### src/design/wsfr_pkg.sv
// Package for the WebSocket frame receiver.
// Holds the parser phase, event kinds, header constants and the structs between modules.
// No dependencies.
package wsfr_pkg;

   localparam int LenW   = 64;
   localparam int KeyW   = 32;
   localparam int LimitW = 16;

   localparam logic [3:0] OPC_MASK_LOW = 4'h8;   // close opcode
   localparam logic [6:0] LEN_EXT16    = 7'd126;
   localparam logic [6:0] LEN_EXT64    = 7'd127;
   localparam logic [3:0] EXT16_BYTES  = 4'd2;
   localparam logic [3:0] EXT64_BYTES  = 4'd8;
   localparam logic [3:0] KEY_BYTES    = 4'd4;

   typedef enum logic [1:0] {
      KIND_BYTE  = 2'd0,
      KIND_CLOSE = 2'd1,
      KIND_DROP  = 2'd2,
      KIND_EMPTY = 2'd3
   } kind_type;

   typedef enum logic [6:0] {
      PH_HDR0    = 7'b0000001,
      PH_HDR1    = 7'b0000010,
      PH_EXTLEN  = 7'b0000100,
      PH_MASK    = 7'b0001000,
      PH_PAYLOAD = 7'b0010000,
      PH_SKIP    = 7'b0100000,
      PH_CLOSED  = 7'b1000000
   } phase_type;

   typedef struct packed {
      logic       valid;
      kind_type   kind;
      logic [7:0] data;
      logic       last;
   } result_type;

   typedef struct packed {
      logic closed;
   } status_type;

endpackage

### src/design/wsfr_parser.sv
// Frame parser: header phases, length and key capture, unmasking and skip counting.
// One byte per step; result is combinational from the stepped byte and parser state.
// Depends on wsfr_pkg.
module wsfr_parser import wsfr_pkg::*; (
   input  logic              clock,
   input  logic              reset,
   input  logic              step,
   input  logic [7:0]        in_byte,
   input  logic [LimitW-1:0] payload_limit,
   output result_type        res,
   output status_type        status
);

   phase_type         phase_ff, phase_in;
   logic [3:0]        cnt_ff, cnt_in;
   logic              mask_ff, mask_in;
   logic              close_pend_ff, close_pend_in;
   logic [LenW-1:0]   len_ff, len_in;
   logic [KeyW-1:0]   key_ff, key_in;
   logic [1:0]        pos_ff, pos_in;
   logic              len_done;
   logic              hdr_done;
   logic [7:0]        key_byte;

   assign key_byte = key_ff[{pos_ff, 3'b000} +: 8];

   always_comb begin
      phase_in      = phase_ff;
      cnt_in        = cnt_ff;
      mask_in       = mask_ff;
      close_pend_in = close_pend_ff;
      len_in        = len_ff;
      key_in        = key_ff;
      pos_in        = pos_ff;
      len_done      = 1'b0;
      hdr_done      = 1'b0;
      res           = '0;
      if (step) begin
         unique case (phase_ff)
            PH_HDR0: begin
               close_pend_in = (in_byte[3:0] == OPC_MASK_LOW);
               phase_in      = PH_HDR1;
            end
            PH_HDR1: begin
               if (close_pend_ff) begin
                  phase_in = PH_CLOSED;
                  res      = '{valid: 1'b1, kind: KIND_CLOSE, data: 8'd0, last: 1'b1};
               end else begin
                  mask_in = in_byte[7];
                  len_in  = '0;
                  if (in_byte[6:0] == LEN_EXT16) begin
                     phase_in = PH_EXTLEN;
                     cnt_in   = EXT16_BYTES;
                  end else if (in_byte[6:0] == LEN_EXT64) begin
                     phase_in = PH_EXTLEN;
                     cnt_in   = EXT64_BYTES;
                  end else begin
                     len_in   = LenW'(in_byte[6:0]);
                     len_done = 1'b1;
                  end
               end
            end
            PH_EXTLEN: begin
               len_in = {len_ff[LenW-9:0], in_byte};
               cnt_in = cnt_ff - 4'd1;
               if (cnt_ff == 4'd1) begin
                  len_done = 1'b1;
               end
            end
            PH_MASK: begin
               key_in = {in_byte, key_ff[KeyW-1:8]};
               cnt_in = cnt_ff - 4'd1;
               if (cnt_ff == 4'd1) begin
                  hdr_done = 1'b1;
               end
            end
            PH_PAYLOAD: begin
               pos_in = pos_ff + 2'd1;
               len_in = len_ff - LenW'(1);
               res    = '{valid: 1'b1, kind: KIND_BYTE, data: in_byte ^ key_byte,
                          last: (len_ff == LenW'(1))};
               if (len_ff == LenW'(1)) begin
                  phase_in = PH_HDR0;
               end
            end
            PH_SKIP: begin
               len_in = len_ff - LenW'(1);
               if (len_ff == LenW'(1)) begin
                  phase_in = PH_HDR0;
                  res      = '{valid: 1'b1, kind: KIND_DROP, data: 8'd0, last: 1'b1};
               end
            end
            PH_CLOSED: begin
               phase_in = PH_CLOSED;
            end
            default: begin
               phase_in = PH_HDR0;
            end
         endcase
      end
      // length known: key follows or header is complete
      if (len_done) begin
         key_in = '0;
         if (mask_in) begin
            phase_in = PH_MASK;
            cnt_in   = KEY_BYTES;
         end else begin
            hdr_done = 1'b1;
         end
      end
      if (hdr_done) begin
         pos_in = '0;
         cnt_in = '0;
         if (len_in == '0) begin
            phase_in = PH_HDR0;
            res      = '{valid: 1'b1, kind: KIND_EMPTY, data: 8'd0, last: 1'b1};
         end else if ((|len_in[LenW-1:LimitW]) || (len_in[LimitW-1:0] > payload_limit)) begin
            phase_in = PH_SKIP;
         end else begin
            phase_in = PH_PAYLOAD;
         end
      end
   end

   always_ff @(posedge clock) begin
      if (reset) begin
         phase_ff      <= PH_HDR0;
         cnt_ff        <= '0;
         mask_ff       <= 1'b0;
         close_pend_ff <= 1'b0;
         len_ff        <= '0;
         key_ff        <= '0;
         pos_ff        <= '0;
      end else begin
         phase_ff      <= phase_in;
         cnt_ff        <= cnt_in;
         mask_ff       <= mask_in;
         close_pend_ff <= close_pend_in;
         len_ff        <= len_in;
         key_ff        <= key_in;
         pos_ff        <= pos_in;
      end
   end

   assign status.closed = (phase_ff == PH_CLOSED);

endmodule

### src/design/websocket_frame_receiver.sv
// Top level of the WebSocket frame receiver: input register, parser, result register, limit.
// Depends on wsfr_pkg and wsfr_parser.
//
//   channel | direction | payload                                      | handshake
//   req     | in        | req_in_byte                                  | req_valid / req_ready
//   rsp     | out       | rsp_event_kind, rsp_out_byte, rsp_last_of_frame | rsp_valid / rsp_ready
//   csr     | in        | csr_payload_limit                            | csr_valid / csr_ready
//
// One item per cycle sustained while rsp is not stalled; an item's result goes from the input
// register through the parser into the result register and is offered on rsp from there.
// Synchronous active-high reset; limit resets to 65535, csr_ready is always high.
// A stalled rsp holds the result register and the item in the input register behind it;
// req_ready falls once both are occupied.
// After a close frame every later item is taken and discarded until reset.
module websocket_frame_receiver import wsfr_pkg::*; (
   input  logic              clock,
   input  logic              reset,
   input  logic              req_valid,
   output logic              req_ready,
   input  logic [7:0]        req_in_byte,
   output logic              rsp_valid,
   input  logic              rsp_ready,
   output logic [1:0]        rsp_event_kind,
   output logic [7:0]        rsp_out_byte,
   output logic              rsp_last_of_frame,
   input  logic              csr_valid,
   output logic              csr_ready,
   input  logic [LimitW-1:0] csr_payload_limit
);

   logic              in_valid_ff, in_valid_in;
   logic [7:0]        in_byte_ff;
   logic              out_valid_ff, out_valid_in;
   result_type        out_ff;
   logic [LimitW-1:0] limit_ff;
   logic              step;
   result_type        res;
   status_type        status;

   assign step      = in_valid_ff && (!out_valid_ff || rsp_ready);
   assign req_ready = !in_valid_ff || step;
   assign csr_ready = 1'b1;

   // step with a result only when the result register is free or draining
   wsfr_parser u_parser (
      .clock         (clock),
      .reset         (reset),
      .step          (step),
      .in_byte       (in_byte_ff),
      .payload_limit (limit_ff),
      .res           (res),
      .status        (status)
   );

   always_comb begin
      in_valid_in = in_valid_ff;
      if (req_valid && req_ready) begin
         in_valid_in = 1'b1;
      end else if (step) begin
         in_valid_in = 1'b0;
      end
      out_valid_in = out_valid_ff;
      if (res.valid) begin
         out_valid_in = 1'b1;
      end else if (rsp_ready) begin
         out_valid_in = 1'b0;
      end
   end

   always_ff @(posedge clock) begin
      if (reset) begin
         in_valid_ff  <= 1'b0;
         out_valid_ff <= 1'b0;
         limit_ff     <= '1;
      end else begin
         in_valid_ff  <= in_valid_in;
         out_valid_ff <= out_valid_in;
         if (csr_valid && csr_ready) begin
            limit_ff <= csr_payload_limit;
         end
      end
   end

   always_ff @(posedge clock) begin
      if (req_valid && req_ready) begin
         in_byte_ff <= req_in_byte;
      end
      if (res.valid) begin
         out_ff <= res;
      end
   end

   assign rsp_valid         = out_valid_ff;
   assign rsp_event_kind    = out_ff.kind;
   assign rsp_out_byte      = out_ff.data;
   assign rsp_last_of_frame = out_ff.last;

   a_event_shape: assert property (@(posedge clock) disable iff (reset)
      rsp_valid && (rsp_event_kind != KIND_BYTE) |-> rsp_last_of_frame && (rsp_out_byte == 8'd0))
      else $error("event result without last flag or with non-zero byte");

   a_closed_sticky: assert property (@(posedge clock) disable iff (reset)
      status.closed |=> status.closed)
      else $error("receiver left closed state without reset");

   a_closed_silent: assert property (@(posedge clock) disable iff (reset)
      status.closed |-> !res.valid)
      else $error("result produced after close");

   a_no_overwrite: assert property (@(posedge clock) disable iff (reset)
      res.valid |-> (!out_valid_ff || rsp_ready))
      else $error("result register overwritten while stalled");

endmodule

### config.mk
export PLATFORM = sky130hd
export DESIGN_NAME = websocket_frame_receiver
export DESIGN_NICKNAME = d
export VERILOG_FILES = /design/src/design/wsfr_pkg.sv /design/src/design/wsfr_parser.sv /design/src/design/websocket_frame_receiver.sv
export SDC_FILE = /design/constraint.sdc
export NUM_CORES = 1
export LEC_CHECK = 0
export BUFFER_PORTS_ARGS = -buffer_cell sky130_fd_sc_hd__buf_2
export CAP_MARGIN = 20
export CELL_PAD_IN_SITES_DETAIL_PLACEMENT = 0
export CELL_PAD_IN_SITES_GLOBAL_PLACEMENT = 1
export CORE_ASPECT_RATIO = 0.75
export CORE_UTILIZATION = 40
export CTS_BUF_LIST = sky130_fd_sc_hd__clkbuf_2
export DETAILED_ROUTE_END_ITERATION = 10
export PLACE_DENSITY = 0.77
export RECOVER_POWER = 100
export SKIP_LAST_GASP = 1
export SYNTH_ARGS = -nofsm -noshare
export SYNTH_HDL_FRONTEND = slang
export SYNTH_SLANG_ARGS = --single-unit
### constraint.sdc
create_clock -name clock -period 8.13 [get_ports clock]
set_input_delay 1.2195 -clock clock [delete_from_list [all_inputs] [get_ports clock]]
set_output_delay 1.2195 -clock clock [all_outputs]
set_load 0.01 [all_outputs]
==> results.txt, run 1 <==
- The critical path starts at u_parser.phase_ff[2].
- Layout fillers: 2190
- Port bufs: 41
- Worst slack, placed: 2940 ps
* Vias in the first global route: 7406
- Synthesis handed over a netlist of 1082 instances.
- Leading cell type by number of instances after synthesis: sky130_fd_sc_hd__nand2_1
- 43 I/O pins were placed.
- The run finished, with violations left.
- CTS placed an instance of sky130_fd_sc_hd__clkbuf_2 at the clock tree root.
* Reg2Reg Setup Slack: 1620 ps
- Among all flip-flop cells after synthesis, the most frequent one is sky130_fd_sc_hd__dfxtp_1.
* Post-Route Hold Slack: 433 ps
* Maximum root-to-sink buffer count: 2
* Global-route wire length before repair: 43.0 mm
* Area of the multi-input gates: 0.00501 mm²
* Final weighted congestion in routability-driven placement: 0.891
* Number of buffers added for setup after CTS: 0
* Ys async rst share: 0%
- STA classifies the critical path endpoint as a flip-flop.
- Summed over all layers, the global routing overflow is 0.
- When the netlist entered floorplanning its net count stood at 1131.
- Summing the sequential cell areas from Yosys gives 36.6% of the chip area.
- Static timing analysis puts the maximum clock frequency at 0.154 GHz.
* Avg Vias per Cell: 6.13
- Routed length per placed instance: 19.7 µm
- Die span in x: 171 µm
* Site row count: 46
- Number of register bits inferred by synthesis: 148
- Die height: 129 µm
- TritonCTS sink count: 148
* Post-Synthesis Cell Area: 0.00860 mm²
* Number of CTS-inserted buffers: 17
- Crit path DAT: 6940 ps
- Critical path endpoint: rsp_out_byte[5]
- Area share of the largest cell type after synthesis: 30.0%
- The final route contains 8512 vias.
- The tool flagged a number of max-cap violations equal to 4.
- Once the floorplan was initialized, standard cells occupied 40.7% of the core.
* Path class of the lowest-slack min-delay path: reg -> reg
* YS warnings: 0
* Area delta synth->final: 6.75%
- The number of antenna violations at the first check in global routing is 0.
- Tightest Pin Transition: 2240 ps
- The H-tree generated during clock tree synthesis spans 4 levels.
* Number of enable-type register cells in the synthesized netlist: 19
* PnR Total Power: 1.28 mW
* HPWL after detailed placement: 18.7 mm
- The worst pin sits at a relative slew slack of -49.0%.
- Required @ worst endpoint: 8560 ps
* Hold Fails Final Rpt: 0
- The number of slew-limit violations in the final report is 137.
* Die footprint: 0.0221 mm²
- On the final layout, the worst clock skew is 54.7 ps.
- In this run, post-CTS hold repair placed 0 buffers.
* Main area contributors after synthesis: sky130_fd_sc_hd__dfxtp_1, sky130_fd_sc_hd__nand2_1, sky130_fd_sc_hd__edfxtp_1, sky130_fd_sc_hd__nor2_1, sky130_fd_sc_hd__a21oi_1
* Origin of the critical flop-to-flop path: u_parser.phase_ff[2]
- Setup repair after global routing left no endpoint under its margin.
- After layout, the worst path uses 80.1% of the clock period.
- Startpoint type of the worst setup path: flip-flop
* Shortest clock period the worst path allows after layout: 6510 ps
* Post-synthesis cell type with the largest combined area: sky130_fd_sc_hd__dfxtp_1
* Core box area: 0.0211 mm²
* Violated checks: capacitance limit, slew limit
- Setup violations remaining at the end of the flow were counted as 0.
- Top cell types by occurrence after synthesis: sky130_fd_sc_hd__nand2_1, sky130_fd_sc_hd__dfxtp_1, sky130_fd_sc_hd__nor2_1
* R2r endpoint: rsp_out_byte[5]
- TritonCTS clock tree: done
- The detail route stage leaves a number of antenna-violating nets equal to 0.
- Clock slew at reported path FFs: 310 ps
- The net count of the finished layout is 1137.
* Register area: 0.00315 mm²
- The first routing iteration left 871 violations.
- Lkg Pwr: 3.58 nW
- Count of instances resized after the clock tree is built: 0
- Cells with a size suffix above 1 make up 8.54% of the layout.
- Detailed Route WL: 27.3 mm
- Dividing total power by cell area gives a power density of 139 mW/mm².
- The later pin in the worst-skew pair is clocked with a latency of 790 ps.
- Across all setup checks in the final design, the least slack found is 1620 ps.
* Total DRC errors in the routed layout: 0
- Pin count of the biggest net entering global routing: 53
* Number of detailed-route iterations in the first pass: 7
- IR analysis of the VDD net gives a maximum drop of 0.0638 mV.
- After synthesis, the netlist uses 79 different library cells.
- The critical path is of the reg -> reg type.
* Worst-case reg-to-reg path depth: 12
- In this run the mean area of a mapped cell was 7.95 µm².
- Setup total negative slack on the finished layout was measured at 0 ps.
- Inserted Diodes: 0
- Max Fanout on Critical Path: 43
- Global routing used 25.2% of the available tracks across all layers.
power by group:
| part | leakage, nW | switching (mW) | internal, mW | total [mW] |
|---|---|---|---|---|
| logic | 2.22 | 0.0450 | 0.0235 | 0.0685 |
| clock network | 0.139 | 0.342 | 0.102 | 0.443 |
| registers | 1.21 | 0.0111 | 0.753 | 0.764 |
worst max-delay path, stage by stage (launching register included):
cell and delay [ps]:
sky130_fd_sc_hd__dfxtp_1 480, sky130_fd_sc_hd__or4_1 670, sky130_fd_sc_hd__nor3_1 260, sky130_fd_sc_hd__clkbuf_1 1090, sky130_fd_sc_hd__o21ai_0 240, sky130_fd_sc_hd__clkbuf_1 910, sky130_fd_sc_hd__o21a_1 450, sky130_fd_sc_hd__a211oi_1 330
sky130_fd_sc_hd__nand4_1 120, sky130_fd_sc_hd__or3_1 420, sky130_fd_sc_hd__nor4_4 390, sky130_fd_sc_hd__nand4_1 270, sky130_fd_sc_hd__nand2_1 530
final cells by class:
class | instances | area share (%)
clock buffer | 17 | 0.926
clock inverter | 15 | 1.72
inverter | 35 | 1.43
multi-input combinational | 827 | 54.5
sequential | 148 | 34.3
tap | 288 | 3.92
timing repair buffer | 59 | 3.17
worst min-delay path by stage:
stage,start,end,slack (ps),cells past startpoint
after floorplan,u_parser.key_ff[0],u_parser.key_ff[0],430,2
after global placement,u_parser.key_ff[5],u_parser.key_ff[5],440,2
after detailed placement,u_parser.key_ff[5],u_parser.key_ff[5],450,2
after CTS,u_parser.key_ff[26],u_parser.key_ff[18],440,2
after global routing,u_parser.key_ff[25],u_parser.key_ff[17],460,2
final,u_parser.key_ff[25],u_parser.key_ff[17],430,2
cells in the final DEF (no fill, tap or decap), types with 7 or more instances in the layout:
cell type / Yosys / final
sky130_fd_sc_hd__a31oi_1: 10 / 10
sky130_fd_sc_hd__dfxtp_1: 129 / 129
sky130_fd_sc_hd__buf_4: 3 / 10
sky130_fd_sc_hd__a21oi_1: 74 / 75
sky130_fd_sc_hd__and2_1: 25 / 12
sky130_fd_sc_hd__nor3b_1: 7 / 7
sky130_fd_sc_hd__nand3_1: 39 / 39
sky130_fd_sc_hd__nor4_1: 31 / 30
sky130_fd_sc_hd__clkbuf_2: 0 / 17
sky130_fd_sc_hd__nor2_1: 104 / 104
sky130_fd_sc_hd__o211ai_1: 22 / 22
sky130_fd_sc_hd__mux4_2: 8 / 8
sky130_fd_sc_hd__and3_1: 9 / 9
sky130_fd_sc_hd__a211oi_1: 9 / 9
sky130_fd_sc_hd__clkbuf_1: 61 / 23
sky130_fd_sc_hd__or3_1: 15 / 15
sky130_fd_sc_hd__buf_2: 4 / 26
sky130_fd_sc_hd__inv_1: 35 / 35
sky130_fd_sc_hd__a22o_1: 7 / 7
sky130_fd_sc_hd__edfxtp_1: 19 / 19
sky130_fd_sc_hd__a22oi_1: 20 / 20
sky130_fd_sc_hd__nor3_1: 37 / 38
sky130_fd_sc_hd__nand4_1: 24 / 25
sky130_fd_sc_hd__or4_1: 16 / 17
sky130_fd_sc_hd__nand2_1: 158 / 158
sky130_fd_sc_hd__a221oi_1: 9 / 9
sky130_fd_sc_hd__o21ai_0: 46 / 53
sky130_fd_sc_hd__xnor2_1: 19 / 19
sky130_fd_sc_hd__and2_0: 0 / 13
sky130_fd_sc_hd__ha_1: 20 / 20
registers in the layout, summed over array words and instances (netlist names):
name                    count
u_parser.cnt_ff             4
rsp_last_of_frame           1
u_parser.key_ff            32
limit_ff                   16
u_parser.mask_ff            1
u_parser.pos_ff             2
rsp_event_kind              2
u_parser.close_pend_ff      1
rsp_valid                   1
u_parser.phase_ff           7
u_parser.len_ff            64
rsp_out_byte                8
in_byte_ff                  8
in_valid_ff                 1
through the flow:
step	utilization (%)	std cells	instance area, µm²
5_1_grt	43.5	1389	9190
2_1_floorplan	-	1082	8600
3_3_place_gp	42.7	1356	9020
4_1_cts	43.8	1388	9260
6_report	43.5	1389	9190
3_5_place_dp	42.7	1356	9020
metal layers:
| metal | global-route usage, % | vias to the layer above | wire length (µm) | part of all wire (%) |
|---|---|---|---|---|
| li1 | - | 4013 | - | - |
| met1 | 39.7 | 4054 | 13500 | 49 |
| met2 | 33.3 | 415 | 10700 | 39 |
| met3 | 6.29 | 30 | 2740 | 10 |
| met4 | 5.83 | 0 | 331 | 1.2 |
| met5 | 0 | - | 0 | 0 |
cell families (layout without fill, tap and decap cells):
| kind of cell | count (synthesis) | count (layout) | synth area share [%] |
|---|---|---|---|
| AOI/OAI and AO/OA | 265 | 265 | 20.6 |
| buffers and inverters | 107 | 126 | 4.94 |
| muxes | 12 | 12 | 2.56 |
| and+or+nand+nor | 505 | 505 | 29.8 |
| DFF | 148 | 148 | 36.6 |
| other | 1 | 1 | 0.0436 |
| adders and majority gates | 20 | 20 | 2.91 |
| xor gates and xnor gates | 24 | 24 | 2.44 |
(Power assumes the default switching activity.)
==> run 2, diff against run 1 <==
--- a/config.mk
+++ b/config.mk
@@ -5,6 +5,7 @@
 export SDC_FILE = /design/constraint.sdc
 export NUM_CORES = 1
 export LEC_CHECK = 0
+export ABC_AREA = 1
 export BUFFER_PORTS_ARGS = -buffer_cell sky130_fd_sc_hd__buf_2
 export CAP_MARGIN = 20
 export CELL_PAD_IN_SITES_DETAIL_PLACEMENT = 0
@@ -13,7 +14,7 @@
 export CORE_UTILIZATION = 40
 export CTS_BUF_LIST = sky130_fd_sc_hd__clkbuf_2
 export DETAILED_ROUTE_END_ITERATION = 10
-export PLACE_DENSITY = 0.77
+export PLACE_DENSITY = 0.84
 export RECOVER_POWER = 100
 export SKIP_LAST_GASP = 1
 export SYNTH_ARGS = -nofsm -noshare
==> constraint.sdc (replaced) <==
create_clock -name clock -period 5.9 [get_ports clock]
set_input_delay 0.885 -clock clock [delete_from_list [all_inputs] [get_ports clock]]
set_output_delay 0.885 -clock clock [all_outputs]
set_load 0.01 [all_outputs]
==> run 2 against run 1 <==
Sequential share of layout area is 4.0 points lower. Hold slack got worse by 170 ps. Utilization hardly changed. The run still ends with capacitance limit, slew limit left. Sequential power is 37% higher. Flip-flop and latch count stayed put.
==> results.txt, run 2 <==
- Status: finished, violations left (unchanged)
* Violated checks: capacitance limit, slew limit (unchanged)
- Total count of max-transition violations in the final report: 84 (was 137)
- Maximum root-to-sink buffer count: 2 (unchanged)
* Number of register bits inferred by synthesis: 148 (unchanged)
- Die span in x: 182 µm (was 171 µm)
* Count of instances resized after the clock tree is built: 0 (unchanged)
* Routed length per placed instance: 16.4 µm (was 19.7 µm)
- TritonCTS sink count: 148 (unchanged)
* Area share of the largest cell type after synthesis: 26.5% (was 30.0%)
* Critical Path Max Stage Delay: 620 ps (was 1090 ps)
- Combined global-route utilization of all metal layers: 26.5% (was 25.2%)
- Worst-Skew Late Latency: 790 ps (about the same)
- The kind of start point of the critical path is a flip-flop (unchanged).
- Reg2Reg Setup Slack: 990 ps (was 1620 ps)
* Sequence of cells on the critical path: nor2_1 -> nand2_1 -> inv_1 -> nand2_1 -> nand3_4 -> nand3_4 -> inv_1 -> o21ai_0 -> a21oi_1 -> nand2_1 -> nor2_1 -> nand2_1 -> nor2_1 -> nand4_1 -> buf_4 -> nand2_1 (was or4_1 -> nor3_1 -> clkbuf_1 -> o21ai_0 -> clkbuf_1 -> o21a_1 -> a211oi_1 -> nand4_1 -> or3_1 -> nor4_4 -> nand4_1 -> nand2_1)
* ANT nets after route: 0 (unchanged)
- The class of the most critical hold timing path is in -> reg (was reg -> reg).
- The pin count of the biggest net entering global routing came to 84 (was 53).
* Most frequent cells in the layout: sky130_fd_sc_hd__nand2_1, sky130_fd_sc_hd__nor2_1, sky130_fd_sc_hd__inv_1 (was sky130_fd_sc_hd__nand2_1, sky130_fd_sc_hd__dfxtp_1, sky130_fd_sc_hd__nor2_1)
- The count of flip-flops with a built-in enable after synthesis is 19 (unchanged).
* Registers with the highest flip-flop counts: u_parser.len_ff x64, u_parser.key_ff x32, limit_ff x16 (unchanged)
- The setup fix buffers added after clock tree synthesis was 0 (unchanged).
* CP endpoint kind: flip-flop (unchanged)
* Hold-fix buffers, CTS: 0 (unchanged)
- The count of port buffers added during placement was 41 (unchanged).
- The fraction of registers with async set/reset was 0% (unchanged).
- The total standard cell area after synthesis is 0.00974 mm² (was 0.00860 mm²).
- Number of detailed-route iterations in the first pass: 5 (was 7)
- Hold Fails Final Rpt: 0 (unchanged)
- Power Dens Cells: 175 mW/mm² (was 139 mW/mm²)
- The minimum period implied by the final worst setup slack is 4910 ps (was 6510 ps).
- The utilization after layout came to 43.5% (about the same).
- The clock tree root buffer cell was sky130_fd_sc_hd__clkbuf_2 (unchanged).
- Post-synth top flop: sky130_fd_sc_hd__dfxtp_1 (unchanged)
* Die footprint: 0.0250 mm² (was 0.0221 mm²)
* Global-route wire length before repair: 51.3 mm (was 43.0 mm)
* Synthesized net count: 1687 (was 1131)
* Period utilization: 83.2% (was 80.1%)
- The number of cells on the worst reg-to-reg path is 16 (was 12).
- The post-route DRC violation count is 0 (unchanged).
- The via count of the first global-routing pass was 9379 (was 7406).
* Total congestion overflow after global routing: 0 (unchanged)
- Post-synthesis cell count: 1638 (was 1082)
- Critical Path Most Common Cell: sky130_fd_sc_hd__nand2_1
- R2r endpoint: rsp_last_of_frame (was rsp_out_byte[5])
* Most common cell after layout, fill and taps aside: sky130_fd_sc_hd__nand2_1 (unchanged)
* Final setup violation count: 0 (unchanged)
- The area of the core is 0.0239 mm² (was 0.0211 mm²).
* Slowest-stage cell, CP: sky130_fd_sc_hd__inv_1 (was sky130_fd_sc_hd__clkbuf_1)
- Worst setup startpoint: u_parser.phase_ff[6] (was u_parser.phase_ff[2])
- Number of CTS-inserted buffers: 17 (unchanged)
- Main area contributors after synthesis: sky130_fd_sc_hd__dfxtp_1, sky130_fd_sc_hd__nand2_1, sky130_fd_sc_hd__nor2_1, sky130_fd_sc_hd__a21oi_1, sky130_fd_sc_hd__edfxtp_1 (was sky130_fd_sc_hd__dfxtp_1, sky130_fd_sc_hd__nand2_1, sky130_fd_sc_hd__edfxtp_1, sky130_fd_sc_hd__nor2_1, sky130_fd_sc_hd__a21oi_1).
* Instance area at placement: 0.0102 mm² (was 0.00902 mm²)
- Number of flip-flops in the largest register: 64 (unchanged)
- The clock transition at the registers of the reported paths is 250 ps (was 310 ps).
- The worst min-delay path startpoint is req_in_byte[4] (was u_parser.key_ff[25]).
- Net count, final: 1707 (was 1137)
- Slew HR: -178% (was -49.0%)
- The worst hold path depth came to 1 (was 2).
* Endpoint of the worst hold path: in_byte_ff[4] (was u_parser.key_ff[17])
- Fin Setup TNS: 0 ps (unchanged)
- The critical path start-end classification is reg -> reg (unchanged).
* Distinct cell type count of the synthesized netlist: 47 (was 79)
- The beginning of the worst register-to-register path is u_parser.phase_ff[6] (was u_parser.phase_ff[2]).
* Slack of the critical path: 993 ps (was 1620 ps)
- The most common cell in the netlist is sky130_fd_sc_hd__nand2_1 (unchanged).
- RSZ-0062 raised after global routing: no (unchanged)
- Site row count: 49 (was 46)
- The sequential element share of the synthesized area is 32.4% (was 36.6%).
- The setup skew after layout was 57.1 ps (was 54.7 ps).
- Via count: 10491 (was 8512)
- Maximum capacitance violations: 1 (was 4)
- YS warnings: 0 (unchanged)
- The placed wire-length estimate after detailed placement came to 24.2 mm (was 18.7 mm).
* Post-synthesis cell type with the largest combined area: sky130_fd_sc_hd__dfxtp_1 (unchanged)
- Initial antenna violation count: 1 (was 0)
* Total I/O pin count: 43 (unchanged)
* Register with the highest flop count: u_parser.len_ff (unchanged)
* Max Fanout on Critical Path: 49 (was 43)
- H-Tree Level Count: 4 (unchanged)
- Tightest Pin Transition: 4170 ps (was 2240 ps)
* Final weighted congestion in routability-driven placement: 0.979 (was 0.891)
- Top cell types by occurrence after synthesis: sky130_fd_sc_hd__nand2_1, sky130_fd_sc_hd__nor2_1, sky130_fd_sc_hd__inv_1 (was sky130_fd_sc_hd__nand2_1, sky130_fd_sc_hd__dfxtp_1, sky130_fd_sc_hd__nor2_1).
* Maximum frequency from static timing analysis: 0.204 GHz (was 0.154 GHz)
* Avg Vias per Cell: 5.30 (was 6.13)
- The leakage component of the power is 5.12 nW (was 3.58 nW).
- The CTS tree is done (unchanged).
- Effective utilization at floorplan: 40.7% (about the same)
* Worst slack, placed: 1410 ps (was 2940 ps)
- Area delta synth->final: 6.77% (was 6.75%)
* Fraction of final layout cells with drive strength greater than 1: 5.57% (was 8.54%)
* Crit path DAT: 5340 ps (was 6940 ps)
- The violation count after the first detailed-route iteration is 1267 (was 871).
- Die height: 137 µm (was 129 µm)
- The data required time at the worst endpoint is 6330 ps (was 8560 ps).
- The largest voltage drop on the vdd net is 0.131 mV (was 0.0638 mV).
- The mean instance size in the synthesized netlist was 5.95 µm² (was 7.95 µm²).
- Non-Filler Cell Area, Final: 0.0104 mm² (was 0.00919 mm²)
- The routed wire length came to 32.5 mm (was 27.3 mm).
-- run 2: routing by layer --
metal,vias to the layer above,GRT usage [%],routed length [µm]
li1,5270,-,-
met5,-,0,0
met3,35,4.92,2480
met2,364,38.9,13100
met1,4822,39.5,16400
met4,0,6.44,554
-- run 2: layout make-up --
class | count | area [µm²]
flip-flops and latches | 148 | 3150
fillers | 2650 | 13500
multi-input cells | 1275 | 5720
repair buffers | 53 | 287
inverters | 163 | 612
clock buffers | 18 | 90.1
diodes | 1 | 2.50
clock inverters | 14 | 149
well taps | 306 | 383
-- run 2: critical path, delay by kind of cell, from the launching register on --
kind / cells / cell delay (ps)
flops: 1 / 380
buf+inv: 3 / 940
compound gates: 2 / 450
simple gates: 11 / 2760
-- run 2: report_power, final --
part / leakage [nW] / internal [mW] / total, mW / switching [mW]
Clock: 0.147 / 0.202 / 0.632 / 0.430
Sequential: 1.24 / 1.04 / 1.05 / 0.0139
Combinational: 3.74 / 0.0436 / 0.138 / 0.0941
-- run 2: how the worst max path moves through the flow --
stage	end	slack, ps	cells past startpoint
after global placement	rsp_out_byte[5]	1470	16
after floorplan	rsp_event_kind[0]	2760	15
after CTS	rsp_out_byte[4]	1620	16
after global routing	u_parser.phase_ff[5]	620	18
final	rsp_last_of_frame	990	16
after detailed placement	rsp_event_kind[1]	1410	16
-- run 2: per-stage QoR --
step	std cells	total power, mW	hold slack [ps]
after detailed placement	1943	1.20	452
after global routing	1978	1.90	196
after global placement	1943	1.20	449
final	1978	1.82	258
after floorplan	1638	1.16	441
after CTS	1975	1.83	212
-- run 2: cell families (layout without fill, tap and decap cells) --
family | Yosys count | count (layout) | synth area share [%]
compound gates | 248 | 248 | 14.3
xor+xnor | 5 | 5 | 0.450
other cells | 1 | 2 | 0.0385
flops | 148 | 148 | 32.4
simple gates | 1001 | 1001 | 41.5
buf+inv | 215 | 248 | 8.81
fa+ha+maj | 20 | 20 | 2.57
